--- src/rtl/core/mie_pkg.sv ---
// ----------------------------------------------------------------------------
// mie_pkg - shared definitions for the integer execute unit
// Instruction field codes, status codes, stream widths and the structs
// passed between the operand stage and the execute logic.
// ----------------------------------------------------------------------------
package mie_pkg;

   localparam int unsigned XLEN       = 32;
   localparam int unsigned NUM_REGS   = 32;
   localparam int unsigned REG_IDX_W  = 5;
   localparam int unsigned REQ_DATA_W = 96;   // instruction, pc, load_data
   localparam int unsigned RSP_DATA_W = 144;  // 139 bits of fields, zero padded
   localparam int unsigned RSP_USER_W = 2;    // status

   // primary opcodes
   localparam logic [5:0] OP_SPECIAL = 6'h00;
   localparam logic [5:0] OP_J       = 6'h02;
   localparam logic [5:0] OP_JAL     = 6'h03;
   localparam logic [5:0] OP_BEQ     = 6'h04;
   localparam logic [5:0] OP_BNE     = 6'h05;
   localparam logic [5:0] OP_BLEZ    = 6'h06;
   localparam logic [5:0] OP_BGTZ    = 6'h07;
   localparam logic [5:0] OP_ADDI    = 6'h08;
   localparam logic [5:0] OP_ADDIU   = 6'h09;
   localparam logic [5:0] OP_SLTI    = 6'h0A;
   localparam logic [5:0] OP_SLTIU   = 6'h0B;
   localparam logic [5:0] OP_ANDI    = 6'h0C;
   localparam logic [5:0] OP_ORI     = 6'h0D;
   localparam logic [5:0] OP_XORI    = 6'h0E;
   localparam logic [5:0] OP_LUI     = 6'h0F;
   localparam logic [5:0] OP_COP0    = 6'h10;
   localparam logic [5:0] OP_LB      = 6'h20;
   localparam logic [5:0] OP_LH      = 6'h21;
   localparam logic [5:0] OP_LW      = 6'h23;
   localparam logic [5:0] OP_LBU     = 6'h24;
   localparam logic [5:0] OP_LHU     = 6'h25;
   localparam logic [5:0] OP_SB      = 6'h28;
   localparam logic [5:0] OP_SH      = 6'h29;
   localparam logic [5:0] OP_SW      = 6'h2B;

   // SPECIAL function codes
   localparam logic [5:0] FN_SLL     = 6'h00;
   localparam logic [5:0] FN_SRL     = 6'h02;
   localparam logic [5:0] FN_SRA     = 6'h03;
   localparam logic [5:0] FN_JR      = 6'h08;
   localparam logic [5:0] FN_JALR    = 6'h09;
   localparam logic [5:0] FN_SYSCALL = 6'h0C;
   localparam logic [5:0] FN_ADD     = 6'h20;
   localparam logic [5:0] FN_ADDU    = 6'h21;
   localparam logic [5:0] FN_SUB     = 6'h22;
   localparam logic [5:0] FN_SUBU    = 6'h23;
   localparam logic [5:0] FN_AND     = 6'h24;
   localparam logic [5:0] FN_OR      = 6'h25;
   localparam logic [5:0] FN_XOR     = 6'h26;
   localparam logic [5:0] FN_NOR     = 6'h27;
   localparam logic [5:0] FN_SLT     = 6'h2A;
   localparam logic [5:0] FN_SLTU    = 6'h2B;

   // COP0 sub-ops in the rs field
   localparam logic [4:0] CP0_MF     = 5'd0;
   localparam logic [4:0] CP0_MT     = 5'd4;

   // COP0 register numbers
   localparam logic [4:0] CP0_BPC    = 5'd3;
   localparam logic [4:0] CP0_BDA    = 5'd5;
   localparam logic [4:0] CP0_JDEST  = 5'd6;
   localparam logic [4:0] CP0_DCIC   = 5'd7;
   localparam logic [4:0] CP0_BDAM   = 5'd9;
   localparam logic [4:0] CP0_BPCM   = 5'd11;
   localparam logic [4:0] CP0_SR     = 5'd12;
   localparam logic [4:0] CP0_CAUSE  = 5'd13;

   localparam logic [4:0] REG_LINK   = 5'd31;
   localparam int unsigned SR_ISOLATE = 16;
   localparam logic [31:0] PC_REGION_MASK = 32'hF000_0000;

   // access sizes
   localparam logic [1:0] SIZE_BYTE  = 2'd0;
   localparam logic [1:0] SIZE_HALF  = 2'd1;
   localparam logic [1:0] SIZE_WORD  = 2'd2;

   // result status codes
   localparam logic [1:0] ST_NORMAL  = 2'd0;
   localparam logic [1:0] ST_SYSCALL = 2'd1;
   localparam logic [1:0] ST_INVALID = 2'd2;

   typedef struct packed {
      logic                 branch_taken;
      logic [XLEN-1:0]      branch_target;
      logic                 mem_read;
      logic                 mem_write;
      logic [1:0]           mem_size;
      logic [XLEN-1:0]      mem_address;
      logic [XLEN-1:0]      mem_store_data;
      logic                 reg_write;
      logic [REG_IDX_W-1:0] reg_index;
      logic [XLEN-1:0]      reg_value;
      logic [1:0]           status;
   } result_type;

   // state updates requested by one item
   typedef struct packed {
      logic            sr_we;
      logic            cause_we;
      logic [XLEN-1:0] cp0_value;
   } cp0_wr_type;

endpackage

--- src/rtl/core/mie_ram.sv ---
// ----------------------------------------------------------------------------
// mie_ram - generic RAM, one write port, two registered read ports
// Read data updates only on a read enable and holds otherwise.
// ----------------------------------------------------------------------------
module mie_ram #(
   parameter int unsigned WIDTH = 32,
   parameter int unsigned DEPTH = 32
) (
   input  logic                     clock,
   input  logic                     wr_en,
   input  logic [$clog2(DEPTH)-1:0] wr_addr,
   input  logic [WIDTH-1:0]         wr_data,
   input  logic                     rd_en,
   input  logic [$clog2(DEPTH)-1:0] rd_addr_a,
   input  logic [$clog2(DEPTH)-1:0] rd_addr_b,
   output logic [WIDTH-1:0]         rd_data_a,
   output logic [WIDTH-1:0]         rd_data_b
);

   logic [WIDTH-1:0] mem [DEPTH];
   logic [WIDTH-1:0] rd_data_a_ff;
   logic [WIDTH-1:0] rd_data_b_ff;

   always_ff @(posedge clock) begin
      if (wr_en) begin
         mem[wr_addr] <= wr_data;
      end
      if (rd_en) begin
         rd_data_a_ff <= mem[rd_addr_a];
         rd_data_b_ff <= mem[rd_addr_b];
      end
   end

   assign rd_data_a = rd_data_a_ff;
   assign rd_data_b = rd_data_b_ff;

endmodule

--- src/rtl/core/mie_exec.sv ---
// ----------------------------------------------------------------------------
// mie_exec - instruction decode and execute
// Pure combinational: decodes one instruction with its operands and gives
// the result item plus any COP0 register update.
// ----------------------------------------------------------------------------
module mie_exec
   import mie_pkg::*;
(
   input  logic [XLEN-1:0] instruction,
   input  logic [XLEN-1:0] pc,
   input  logic [XLEN-1:0] load_data,
   input  logic [XLEN-1:0] rs_value,
   input  logic [XLEN-1:0] rt_value,
   input  logic [XLEN-1:0] cop0_status,
   output result_type      result,
   output cp0_wr_type      cp0_wr
);

   logic [5:0]           op;
   logic [5:0]           fn;
   logic [REG_IDX_W-1:0] rs;
   logic [REG_IDX_W-1:0] rt;
   logic [REG_IDX_W-1:0] rd;
   logic [4:0]           sh;
   logic [15:0]          imm;
   logic [XLEN-1:0]      simm;
   logic [XLEN-1:0]      pc4;
   logic [XLEN-1:0]      pc8;
   logic [XLEN-1:0]      btarget;
   logic [XLEN-1:0]      addr;
   logic                 isolated;
   result_type           r;

   assign op       = instruction[31:26];
   assign rs       = instruction[25:21];
   assign rt       = instruction[20:16];
   assign rd       = instruction[15:11];
   assign sh       = instruction[10:6];
   assign fn       = instruction[5:0];
   assign imm      = instruction[15:0];
   assign simm     = {{16{imm[15]}}, imm};
   assign pc4      = pc + 32'd4;
   assign pc8      = pc + 32'd8;
   assign btarget  = pc4 + {simm[29:0], 2'b00};
   assign addr     = rs_value + simm;
   assign isolated = cop0_status[SR_ISOLATE];

   always_comb begin
      r      = '0;
      cp0_wr = '0;
      cp0_wr.cp0_value = rt_value;
      case (op)
         OP_SPECIAL: begin
            r.reg_write = 1'b1;
            r.reg_index = rd;
            case (fn)
               FN_SLL:  r.reg_value = rt_value << sh;
               FN_SRL:  r.reg_value = rt_value >> sh;
               FN_SRA:  r.reg_value = $unsigned($signed(rt_value) >>> sh);
               FN_JR: begin
                  r.reg_write     = 1'b0;
                  r.branch_taken  = 1'b1;
                  r.branch_target = rs_value;
               end
               FN_JALR: begin
                  r.reg_value     = pc8;
                  r.branch_taken  = 1'b1;
                  r.branch_target = rs_value;
               end
               FN_SYSCALL: begin
                  r.reg_write = 1'b0;
                  r.status    = ST_SYSCALL;
               end
               FN_ADD, FN_ADDU: r.reg_value = rs_value + rt_value;
               FN_SUB, FN_SUBU: r.reg_value = rs_value - rt_value;
               FN_AND:  r.reg_value = rs_value & rt_value;
               FN_OR:   r.reg_value = rs_value | rt_value;
               FN_XOR:  r.reg_value = rs_value ^ rt_value;
               FN_NOR:  r.reg_value = ~(rs_value | rt_value);
               FN_SLT:  r.reg_value = {31'd0, $signed(rs_value) < $signed(rt_value)};
               FN_SLTU: r.reg_value = {31'd0, rs_value < rt_value};
               default: begin
                  r.reg_write = 1'b0;
                  r.status    = ST_INVALID;
               end
            endcase
         end
         OP_J, OP_JAL: begin
            r.branch_taken  = 1'b1;
            r.branch_target = (pc4 & PC_REGION_MASK) | {4'd0, instruction[25:0], 2'b00};
            if (op == OP_JAL) begin
               r.reg_write = 1'b1;
               r.reg_index = REG_LINK;
               r.reg_value = pc8;
            end
         end
         OP_BEQ, OP_BNE, OP_BLEZ, OP_BGTZ: begin
            case (op)
               OP_BEQ:  r.branch_taken = (rs_value == rt_value);
               OP_BNE:  r.branch_taken = (rs_value != rt_value);
               OP_BLEZ: r.branch_taken = (rs_value == '0) || rs_value[XLEN-1];
               default: r.branch_taken = (rs_value != '0) && !rs_value[XLEN-1];
            endcase
            r.branch_target = btarget;
         end
         OP_ADDI, OP_ADDIU, OP_SLTI, OP_SLTIU, OP_ANDI, OP_ORI, OP_XORI, OP_LUI: begin
            r.reg_write = 1'b1;
            r.reg_index = rt;
            case (op)
               OP_SLTI:  r.reg_value = {31'd0, $signed(rs_value) < $signed(simm)};
               OP_SLTIU: r.reg_value = {31'd0, rs_value < simm};
               OP_ANDI:  r.reg_value = rs_value & {16'd0, imm};
               OP_ORI:   r.reg_value = rs_value | {16'd0, imm};
               OP_XORI:  r.reg_value = rs_value ^ {16'd0, imm};
               OP_LUI:   r.reg_value = {imm, 16'd0};
               default:  r.reg_value = rs_value + simm;
            endcase
         end
         OP_COP0: begin
            if (rs == CP0_MF && rd == CP0_SR) begin
               r.reg_write = 1'b1;
               r.reg_index = rt;
               r.reg_value = cop0_status;
            end else if (rs == CP0_MT) begin
               case (rd) inside
                  CP0_BPC, CP0_BDA, CP0_JDEST, CP0_DCIC, CP0_BDAM, CP0_BPCM: begin
                     // breakpoint registers are not kept; only rt zero is harmless
                     if (rt != '0) begin
                        r.status = ST_INVALID;
                     end
                  end
                  CP0_SR:    cp0_wr.sr_we    = 1'b1;
                  CP0_CAUSE: cp0_wr.cause_we = 1'b1;
                  default:   r.status        = ST_INVALID;
               endcase
            end else begin
               r.status = ST_INVALID;
            end
         end
         OP_LB, OP_LH, OP_LW, OP_LBU, OP_LHU: begin
            // isolated cache: the register still gets written, with zero
            r.reg_write = 1'b1;
            r.reg_index = rt;
            if (!isolated) begin
               r.mem_read    = 1'b1;
               r.mem_address = addr;
               case (op)
                  OP_LB: begin
                     r.mem_size  = SIZE_BYTE;
                     r.reg_value = {{24{load_data[7]}}, load_data[7:0]};
                  end
                  OP_LBU: begin
                     r.mem_size  = SIZE_BYTE;
                     r.reg_value = {24'd0, load_data[7:0]};
                  end
                  OP_LH: begin
                     r.mem_size  = SIZE_HALF;
                     r.reg_value = {{16{load_data[15]}}, load_data[15:0]};
                  end
                  OP_LHU: begin
                     r.mem_size  = SIZE_HALF;
                     r.reg_value = {16'd0, load_data[15:0]};
                  end
                  default: begin
                     r.mem_size  = SIZE_WORD;
                     r.reg_value = load_data;
                  end
               endcase
            end
         end
         OP_SB, OP_SH, OP_SW: begin
            if (!isolated) begin
               r.mem_write   = 1'b1;
               r.mem_address = addr;
               case (op)
                  OP_SB: begin
                     r.mem_size       = SIZE_BYTE;
                     r.mem_store_data = {24'd0, rt_value[7:0]};
                  end
                  OP_SH: begin
                     r.mem_size       = SIZE_HALF;
                     r.mem_store_data = {16'd0, rt_value[15:0]};
                  end
                  default: begin
                     r.mem_size       = SIZE_WORD;
                     r.mem_store_data = rt_value;
                  end
               endcase
            end
         end
         default: r.status = ST_INVALID;
      endcase

      // writes to register zero vanish
      if (!r.reg_write || r.reg_index == '0) begin
         r.reg_write = 1'b0;
         r.reg_index = '0;
         r.reg_value = '0;
      end
      if (!r.branch_taken) begin
         r.branch_target = '0;
      end
      result = r;
   end

endmodule

--- src/rtl/core/mips_integer_execute_unit.sv ---
// ----------------------------------------------------------------------------
// mips_integer_execute_unit - MIPS I integer execute unit
// Result path: an accepted instruction is read from the register file and
// captured in stage 1 on the accept edge, then executed into the result
// register once stage 1 moves on.
// Throughput: one item per cycle while rsp_tready does not hold the result.
// Reset: synchronous; register file valid bits, COP0 registers and all
// handshake state clear at once, so every register reads as zero.
// ----------------------------------------------------------------------------
//
// Pipeline
//   accept : rs/rt indices from the incoming item address the register file
//            RAM; instruction, pc and load_data are captured in stage 1.
//   stage 1: operands come from the RAM, a one-entry bypass of the most
//            recent write (covers a write landing on the same edge as the
//            read) and per-register valid bits (unwritten reads as zero).
//            The execute logic runs and, when stage 1 moves on, the register
//            file and COP0 are updated and the result register is loaded.
//   result : held until rsp_tready; stage 1 may refill behind it.
//
module mips_integer_execute_unit
   import mie_pkg::*;
(
   input  logic                  clock,
   input  logic                  reset,
   input  logic                  req_tvalid,
   output logic                  req_tready,
   // [31:0] instruction, [63:32] pc, [95:64] load_data
   input  logic [REQ_DATA_W-1:0] req_tdata,
   output logic                  rsp_tvalid,
   input  logic                  rsp_tready,
   // [0] branch_taken, [32:1] branch_target, [33] mem_read, [34] mem_write,
   // [36:35] mem_size, [68:37] mem_address, [100:69] mem_store_data,
   // [101] reg_write, [106:102] reg_index, [138:107] reg_value, rest zero
   output logic [RSP_DATA_W-1:0] rsp_tdata,
   // [1:0] status
   output logic [RSP_USER_W-1:0] rsp_tuser
);

   localparam int unsigned FIELDS_W = $bits(result_type) - 2;

   logic                 req_accept;
   logic                 advance;

   // stage 1
   logic                 s1_valid_ff, s1_valid_in;
   logic [XLEN-1:0]      s1_ins_ff;
   logic [XLEN-1:0]      s1_pc_ff;
   logic [XLEN-1:0]      s1_ld_ff;

   // register file support
   logic [NUM_REGS-1:0]  rf_valid_ff, rf_valid_in;
   logic                 byp_valid_ff, byp_valid_in;
   logic [REG_IDX_W-1:0] byp_idx_ff;
   logic [XLEN-1:0]      byp_val_ff;
   logic [XLEN-1:0]      ram_rs;
   logic [XLEN-1:0]      ram_rt;
   logic [XLEN-1:0]      rs_value;
   logic [XLEN-1:0]      rt_value;
   logic                 rf_we;

   // COP0
   logic [XLEN-1:0]      cop0_status_ff;
   logic [XLEN-1:0]      cop0_cause_ff;

   // execute and result
   result_type           exec_result;
   cp0_wr_type           exec_cp0;
   logic                 rsp_valid_ff, rsp_valid_in;
   logic [RSP_DATA_W-1:0] rsp_data_ff;
   logic [RSP_USER_W-1:0] rsp_user_ff;

   // ---- handshake -----------------------------------------------------------
   assign advance    = s1_valid_ff && (!rsp_valid_ff || rsp_tready);
   assign req_tready = !s1_valid_ff || advance;
   assign req_accept = req_tvalid && req_tready;

   assign s1_valid_in  = req_accept || (s1_valid_ff && !advance);
   assign rsp_valid_in = advance || (rsp_valid_ff && !rsp_tready);

   // ---- register file -------------------------------------------------------
   assign rf_we = advance && exec_result.reg_write;

   mie_ram #(
      .WIDTH (XLEN),
      .DEPTH (NUM_REGS)
   ) u_regfile (
      .clock     (clock),
      .wr_en     (rf_we),
      .wr_addr   (exec_result.reg_index),
      .wr_data   (exec_result.reg_value),
      .rd_en     (req_accept),
      .rd_addr_a (req_tdata[25:21]),
      .rd_addr_b (req_tdata[20:16]),
      .rd_data_a (ram_rs),
      .rd_data_b (ram_rt)
   );

   always_comb begin
      rf_valid_in = rf_valid_ff;
      if (rf_we) begin
         rf_valid_in[exec_result.reg_index] = 1'b1;
      end
   end
   assign byp_valid_in = byp_valid_ff || rf_we;

   // operand select: r0, latest write, stored value, never written
   function automatic logic [XLEN-1:0] operand(
      input logic [REG_IDX_W-1:0] idx,
      input logic [XLEN-1:0]      ram_val,
      input logic [NUM_REGS-1:0]  valid,
      input logic                 bv,
      input logic [REG_IDX_W-1:0] bidx,
      input logic [XLEN-1:0]      bval
   );
      logic [XLEN-1:0] v;
      if (idx == '0) begin
         v = '0;
      end else if (bv && bidx == idx) begin
         v = bval;
      end else if (valid[idx]) begin
         v = ram_val;
      end else begin
         v = '0;
      end
      return v;
   endfunction

   assign rs_value = operand(s1_ins_ff[25:21], ram_rs, rf_valid_ff,
                             byp_valid_ff, byp_idx_ff, byp_val_ff);
   assign rt_value = operand(s1_ins_ff[20:16], ram_rt, rf_valid_ff,
                             byp_valid_ff, byp_idx_ff, byp_val_ff);

   // ---- execute -------------------------------------------------------------
   mie_exec u_exec (
      .instruction (s1_ins_ff),
      .pc          (s1_pc_ff),
      .load_data   (s1_ld_ff),
      .rs_value    (rs_value),
      .rt_value    (rt_value),
      .cop0_status (cop0_status_ff),
      .result      (exec_result),
      .cp0_wr      (exec_cp0)
   );

   // ---- control registers ---------------------------------------------------
   always_ff @(posedge clock) begin
      if (reset) begin
         s1_valid_ff    <= 1'b0;
         rsp_valid_ff   <= 1'b0;
         rf_valid_ff    <= '0;
         byp_valid_ff   <= 1'b0;
         cop0_status_ff <= '0;
         cop0_cause_ff  <= '0;
      end else begin
         s1_valid_ff  <= s1_valid_in;
         rsp_valid_ff <= rsp_valid_in;
         rf_valid_ff  <= rf_valid_in;
         byp_valid_ff <= byp_valid_in;
         if (advance && exec_cp0.sr_we) begin
            cop0_status_ff <= exec_cp0.cp0_value;
         end
         if (advance && exec_cp0.cause_we) begin
            cop0_cause_ff <= exec_cp0.cp0_value;
         end
      end
   end

   // ---- payload registers ---------------------------------------------------
   always_ff @(posedge clock) begin
      if (req_accept) begin
         s1_ins_ff <= req_tdata[31:0];
         s1_pc_ff  <= req_tdata[63:32];
         s1_ld_ff  <= req_tdata[95:64];
      end
      if (rf_we) begin
         byp_idx_ff <= exec_result.reg_index;
         byp_val_ff <= exec_result.reg_value;
      end
      if (advance) begin
         rsp_data_ff <= {{(RSP_DATA_W - FIELDS_W){1'b0}},
                         exec_result.reg_value,
                         exec_result.reg_index,
                         exec_result.reg_write,
                         exec_result.mem_store_data,
                         exec_result.mem_address,
                         exec_result.mem_size,
                         exec_result.mem_write,
                         exec_result.mem_read,
                         exec_result.branch_target,
                         exec_result.branch_taken};
         rsp_user_ff <= exec_result.status;
      end
   end

   assign rsp_tvalid = rsp_valid_ff;
   assign rsp_tdata  = rsp_data_ff;
   assign rsp_tuser  = rsp_user_ff;

endmodule

--- config.mk ---
export PLATFORM = sky130hd
export DESIGN_NAME = mips_integer_execute_unit
export DESIGN_NICKNAME = d
export VERILOG_FILES = /design/src/rtl/core/mie_pkg.sv /design/src/rtl/core/mie_ram.sv /design/src/rtl/core/mie_exec.sv /design/src/rtl/core/mips_integer_execute_unit.sv
export SDC_FILE = /design/constraint.sdc
export NUM_CORES = 2
export LEC_CHECK = 0
export BUFFER_PORTS_ARGS = -buffer_cell sky130_fd_sc_hd__buf_2
export CORE_UTILIZATION = 50
export CTS_CLUSTER_SIZE = 14
export DETAILED_ROUTE_END_ITERATION = 8
export PLACE_DENSITY = 0.63
export SETUP_SLACK_MARGIN = 0.1
export SLEW_MARGIN = 20
export SYNTH_ARGS = -nofsm -noshare
export SYNTH_HDL_FRONTEND = slang
export SYNTH_SLANG_ARGS = --single-unit
export TNS_END_PERCENT = 100
--- constraint.sdc ---
create_clock -name clock -period 14.1 [get_ports clock]
set_input_delay 0 -clock clock [delete_from_list [all_inputs] [get_ports clock]]
set_output_delay 0 -clock clock [all_outputs]
set_load 0.01 [all_outputs]
==> results.json <==
{
  "stdcell_count": 8324,
  "final_common_cell": "edfxtp_1",
  "hold_depth": 3,
  "cts_buffers": 149,
  "yosys-top-cells-area": "edfxtp_1 51%, mux4_2 19%, ha_1 3.2%",
  "min_period_over_period_pct": 54.37,
  "tns_ps": 0,
  "drc": 0,
  "clkLatencyLatePin_ps": 850,
  "post_dp_cell_area_um2": 84150,
  "clk_path_buf_depth": 3,
  "p_leak_nw": 31.99,
  "cts_max_level": 4,
  "dp_cells": 7843,
  "dieHeight_um": 401.3,
  "ir_drop_mv": 0.1305,
  "syn_avg_cell_area_um2": 13.98,
  "skew_ps": 44.58,
  "ant_nets": 0,
  "die_w_um": 401.3,
  "initialDrtViolationCount": 8942,
  "synth-seq-cells": 1429,
  "drt-wirelength-per-cell_um": 40.09,
  "cts-root-buf": "clkbuf_16",
  "mostFrequentLayoutCells": "1,362 x edfxtp_1, 677 x mux4_2, 477 x nor2_1, 312 x nand2_1, 249 x a21oi_1",
  "grt_overflow": 0,
  "drt_first_pass_iters": 9,
  "drive_above_1_share_pct": 25.64,
  "synth_cell_types": 106,
  "worst_slew_pin_slew_ps": 1260,
  "io_buffers": 242,
  "vias_per_cell": 7.169,
  "cts_tree": "yes",
  "syn_inst": 5704,
  "areaGrowthSynthToFinish_pct": 14.02,
  "critPathMaxStageDelay_ps": 1010,
  "synth_largest_area_cell": "edfxtp_1",
  "crit_path_cell_trace": "mux2i_1, mux4_2, a22oi_4, and2_1, buf_4, nand3_1, a21oi_1, ha_1, nor4_1, and2_1, o311a_1, nor4_4, o31ai_1, mux2i_1, a211oi_1, o21ai_2, buf_4",
  "cp.arrival_ps": 8260,
  "fillers": 12580,
  "vias": 59670,
  "clock_sinks": 1429,
  "hold_violations": 0,
  "cts.clk_slew.worst_paths_ps": 60,
  "fin_crit_ps": 7667,
  "antenna_found_initial": 24,
  "die_area_um2": 161000,
  "rsz0062_at_grt": "no",
  "nets": 6415,
  "drv_slew": 0,
  "track_usage_pct": 41.03,
  "start_kind": "flip-flop",
  "whs_ps": 94.04,
  "dp_hpwl_um": 224600,
  "power_density_nw_per_um2": 114.1,
  "grt_pass1_wl_um": 458200,
  "relSlewSlack_pct": 15.97,
  "core-area_um2": 158400,
  "critPathSlowestCell": "a21oi_1",
  "reg2regPathDepth": 17,
  "start_util_pct": 50.33,
  "cp-end-kind": "flip-flop",
  "synth_edf_count": 1362,
  "fmax_mhz": 130.4,
  "async_flop_share_pct": 0,
  "finalInstanceArea_um2": 90900,
  "synthFlopType": "edfxtp_1",
  "cap_violations": 0,
  "status": "completed",
  "rows": 146,
  "seq_area_frac_synth_pct": 52.99,
  "worst-path-max-fanout": 34,
  "grt_max_degree": 118,
  "min_path_type": "input pin to flip-flop",
  "post_cts_buffers": 0,
  "synth_top_area_share_pct": 51.30,
  "place_congestion": 1.060,
  "ff_latch_area_um2": 42240,
  "ios": 248,
  "worstPathRequired_ps": 14690,
  "syn-cell-area_um2": 79720,
  "path_class": "flip-flop to flip-flop",
  "yosys_warnings": 0,
  "setup-violations-final": 0,
  "multi_input_area_um2": 35720,
  "grt_pass1_vias": 57310,
  "finalWirelength_um": 333700
}
-- final timing paths --
check	start	end	slack (ps)
setup / recovery	s1_ins_ff[22]$_DFFE_PP_	u_regfile.mem[12][26]$_DFFE_PP_	6430
hold / removal	req_tdata[18]	u_regfile.rd_data_b[14]$_DFFE_PP_	90
setup reg to reg	s1_ins_ff[22]$_DFFE_PP_	u_regfile.mem[12][26]$_DFFE_PP_	6430
hold reg to reg	rf_valid_ff[0]$_SDFFE_PP0P_	rf_valid_ff[0]$_SDFFE_PP0P_	480
-- state kept, by name (all words and copies together), names as in the netlist, 2 cells and up --
name and count:
byp_idx_ff 5, byp_val_ff 32, cop0_status_ff 32, rf_valid_ff 32
rsp_tdata 139, rsp_tuser 2, s1_ins_ff 32, s1_ld_ff 32
s1_pc_ff 32, u_regfile.mem 1024, u_regfile.rd_data_a 32, u_regfile.rd_data_b 32
-- area by class of cell --
cell class	count	area share, %
Sequential cell	1429	46.47
Multi-Input combinational cell	3712	39.29
Timing Repair Buffer	648	5.338
Clock buffer	193	4.445
Tap cell	2072	2.852
Clock inverter	85	0.8520
Inverter	169	0.7061
Antenna cell	16	0.04405
-- cells in the mapped netlist (89+ instances only) --
master / number
inv_1: 137
mux2i_1: 110
edfxtp_1: 1362
nand3_1: 89
nand2_1: 313
ha_1: 204
clkbuf_1: 317
o21ai_0: 246
nor2_1: 511
xnor2_1: 90
mux4_2: 677
a21oi_1: 259
-- critical path, delay by kind of cell (launching register included) --
kind	cells	cell delay (ps)
compound gates	6	2760
fa+ha+maj	1	560
buf+inv	2	780
flops	1	870
mux	3	970
simple gates	5	1420
-- cell families (layout without fill, tap and decap cells) --
kind of cell    after synthesis  in the layout  share of synthesized area (%)
mux                         868            868                          21.67
flops                      1429           1429                          52.99
compound gates             1188           1188                          10.32
fa+ha+maj                   206            206                          3.252
buf+inv                     599           1095                          3.004
simple gates               1286           1286                          7.370
xor+xnor                    127            127                          1.395
other cells                   1             53                       0.004704
-- through the flow --
| step | setup slack (ps) | utilization (%) | power [mW] |
|---|---|---|---|
| global placement | 6615 | 53.12 | 6.422 |
| floorplan | 6366 | - | 5.771 |
| CTS | 6701 | 57.35 | 10.35 |
| global route | 6238 | 57.37 | 10.61 |
| finish | 6433 | 57.39 | 10.37 |
| detailed placement | 6701 | 53.13 | 6.408 |
-- metal layers --
metal	GRT usage (%)	part of all wire, %	vias to the layer above
met4	25.33	7.4	16
met5	0.2974	0.045	-
li1	-	-	23760
met2	61.04	44	4239
met1	54.16	37	30610
met3	10.48	11	1045
-- where the power goes --
part	switching, mW	internal (mW)	total [mW]
combinational	1.11	0.584	1.69
sequential	0.0621	4.67	4.74
clock	1.73	2.21	3.94
total	2.91	7.46	10.4
-- what timing repair did --
item	CTS	global route
hold buffers	186	0
resized for setup	0	0
endpoints found under the hold margin	206	0
endpoints found under the setup margin	0	0
(Power assumes the default switching activity.)
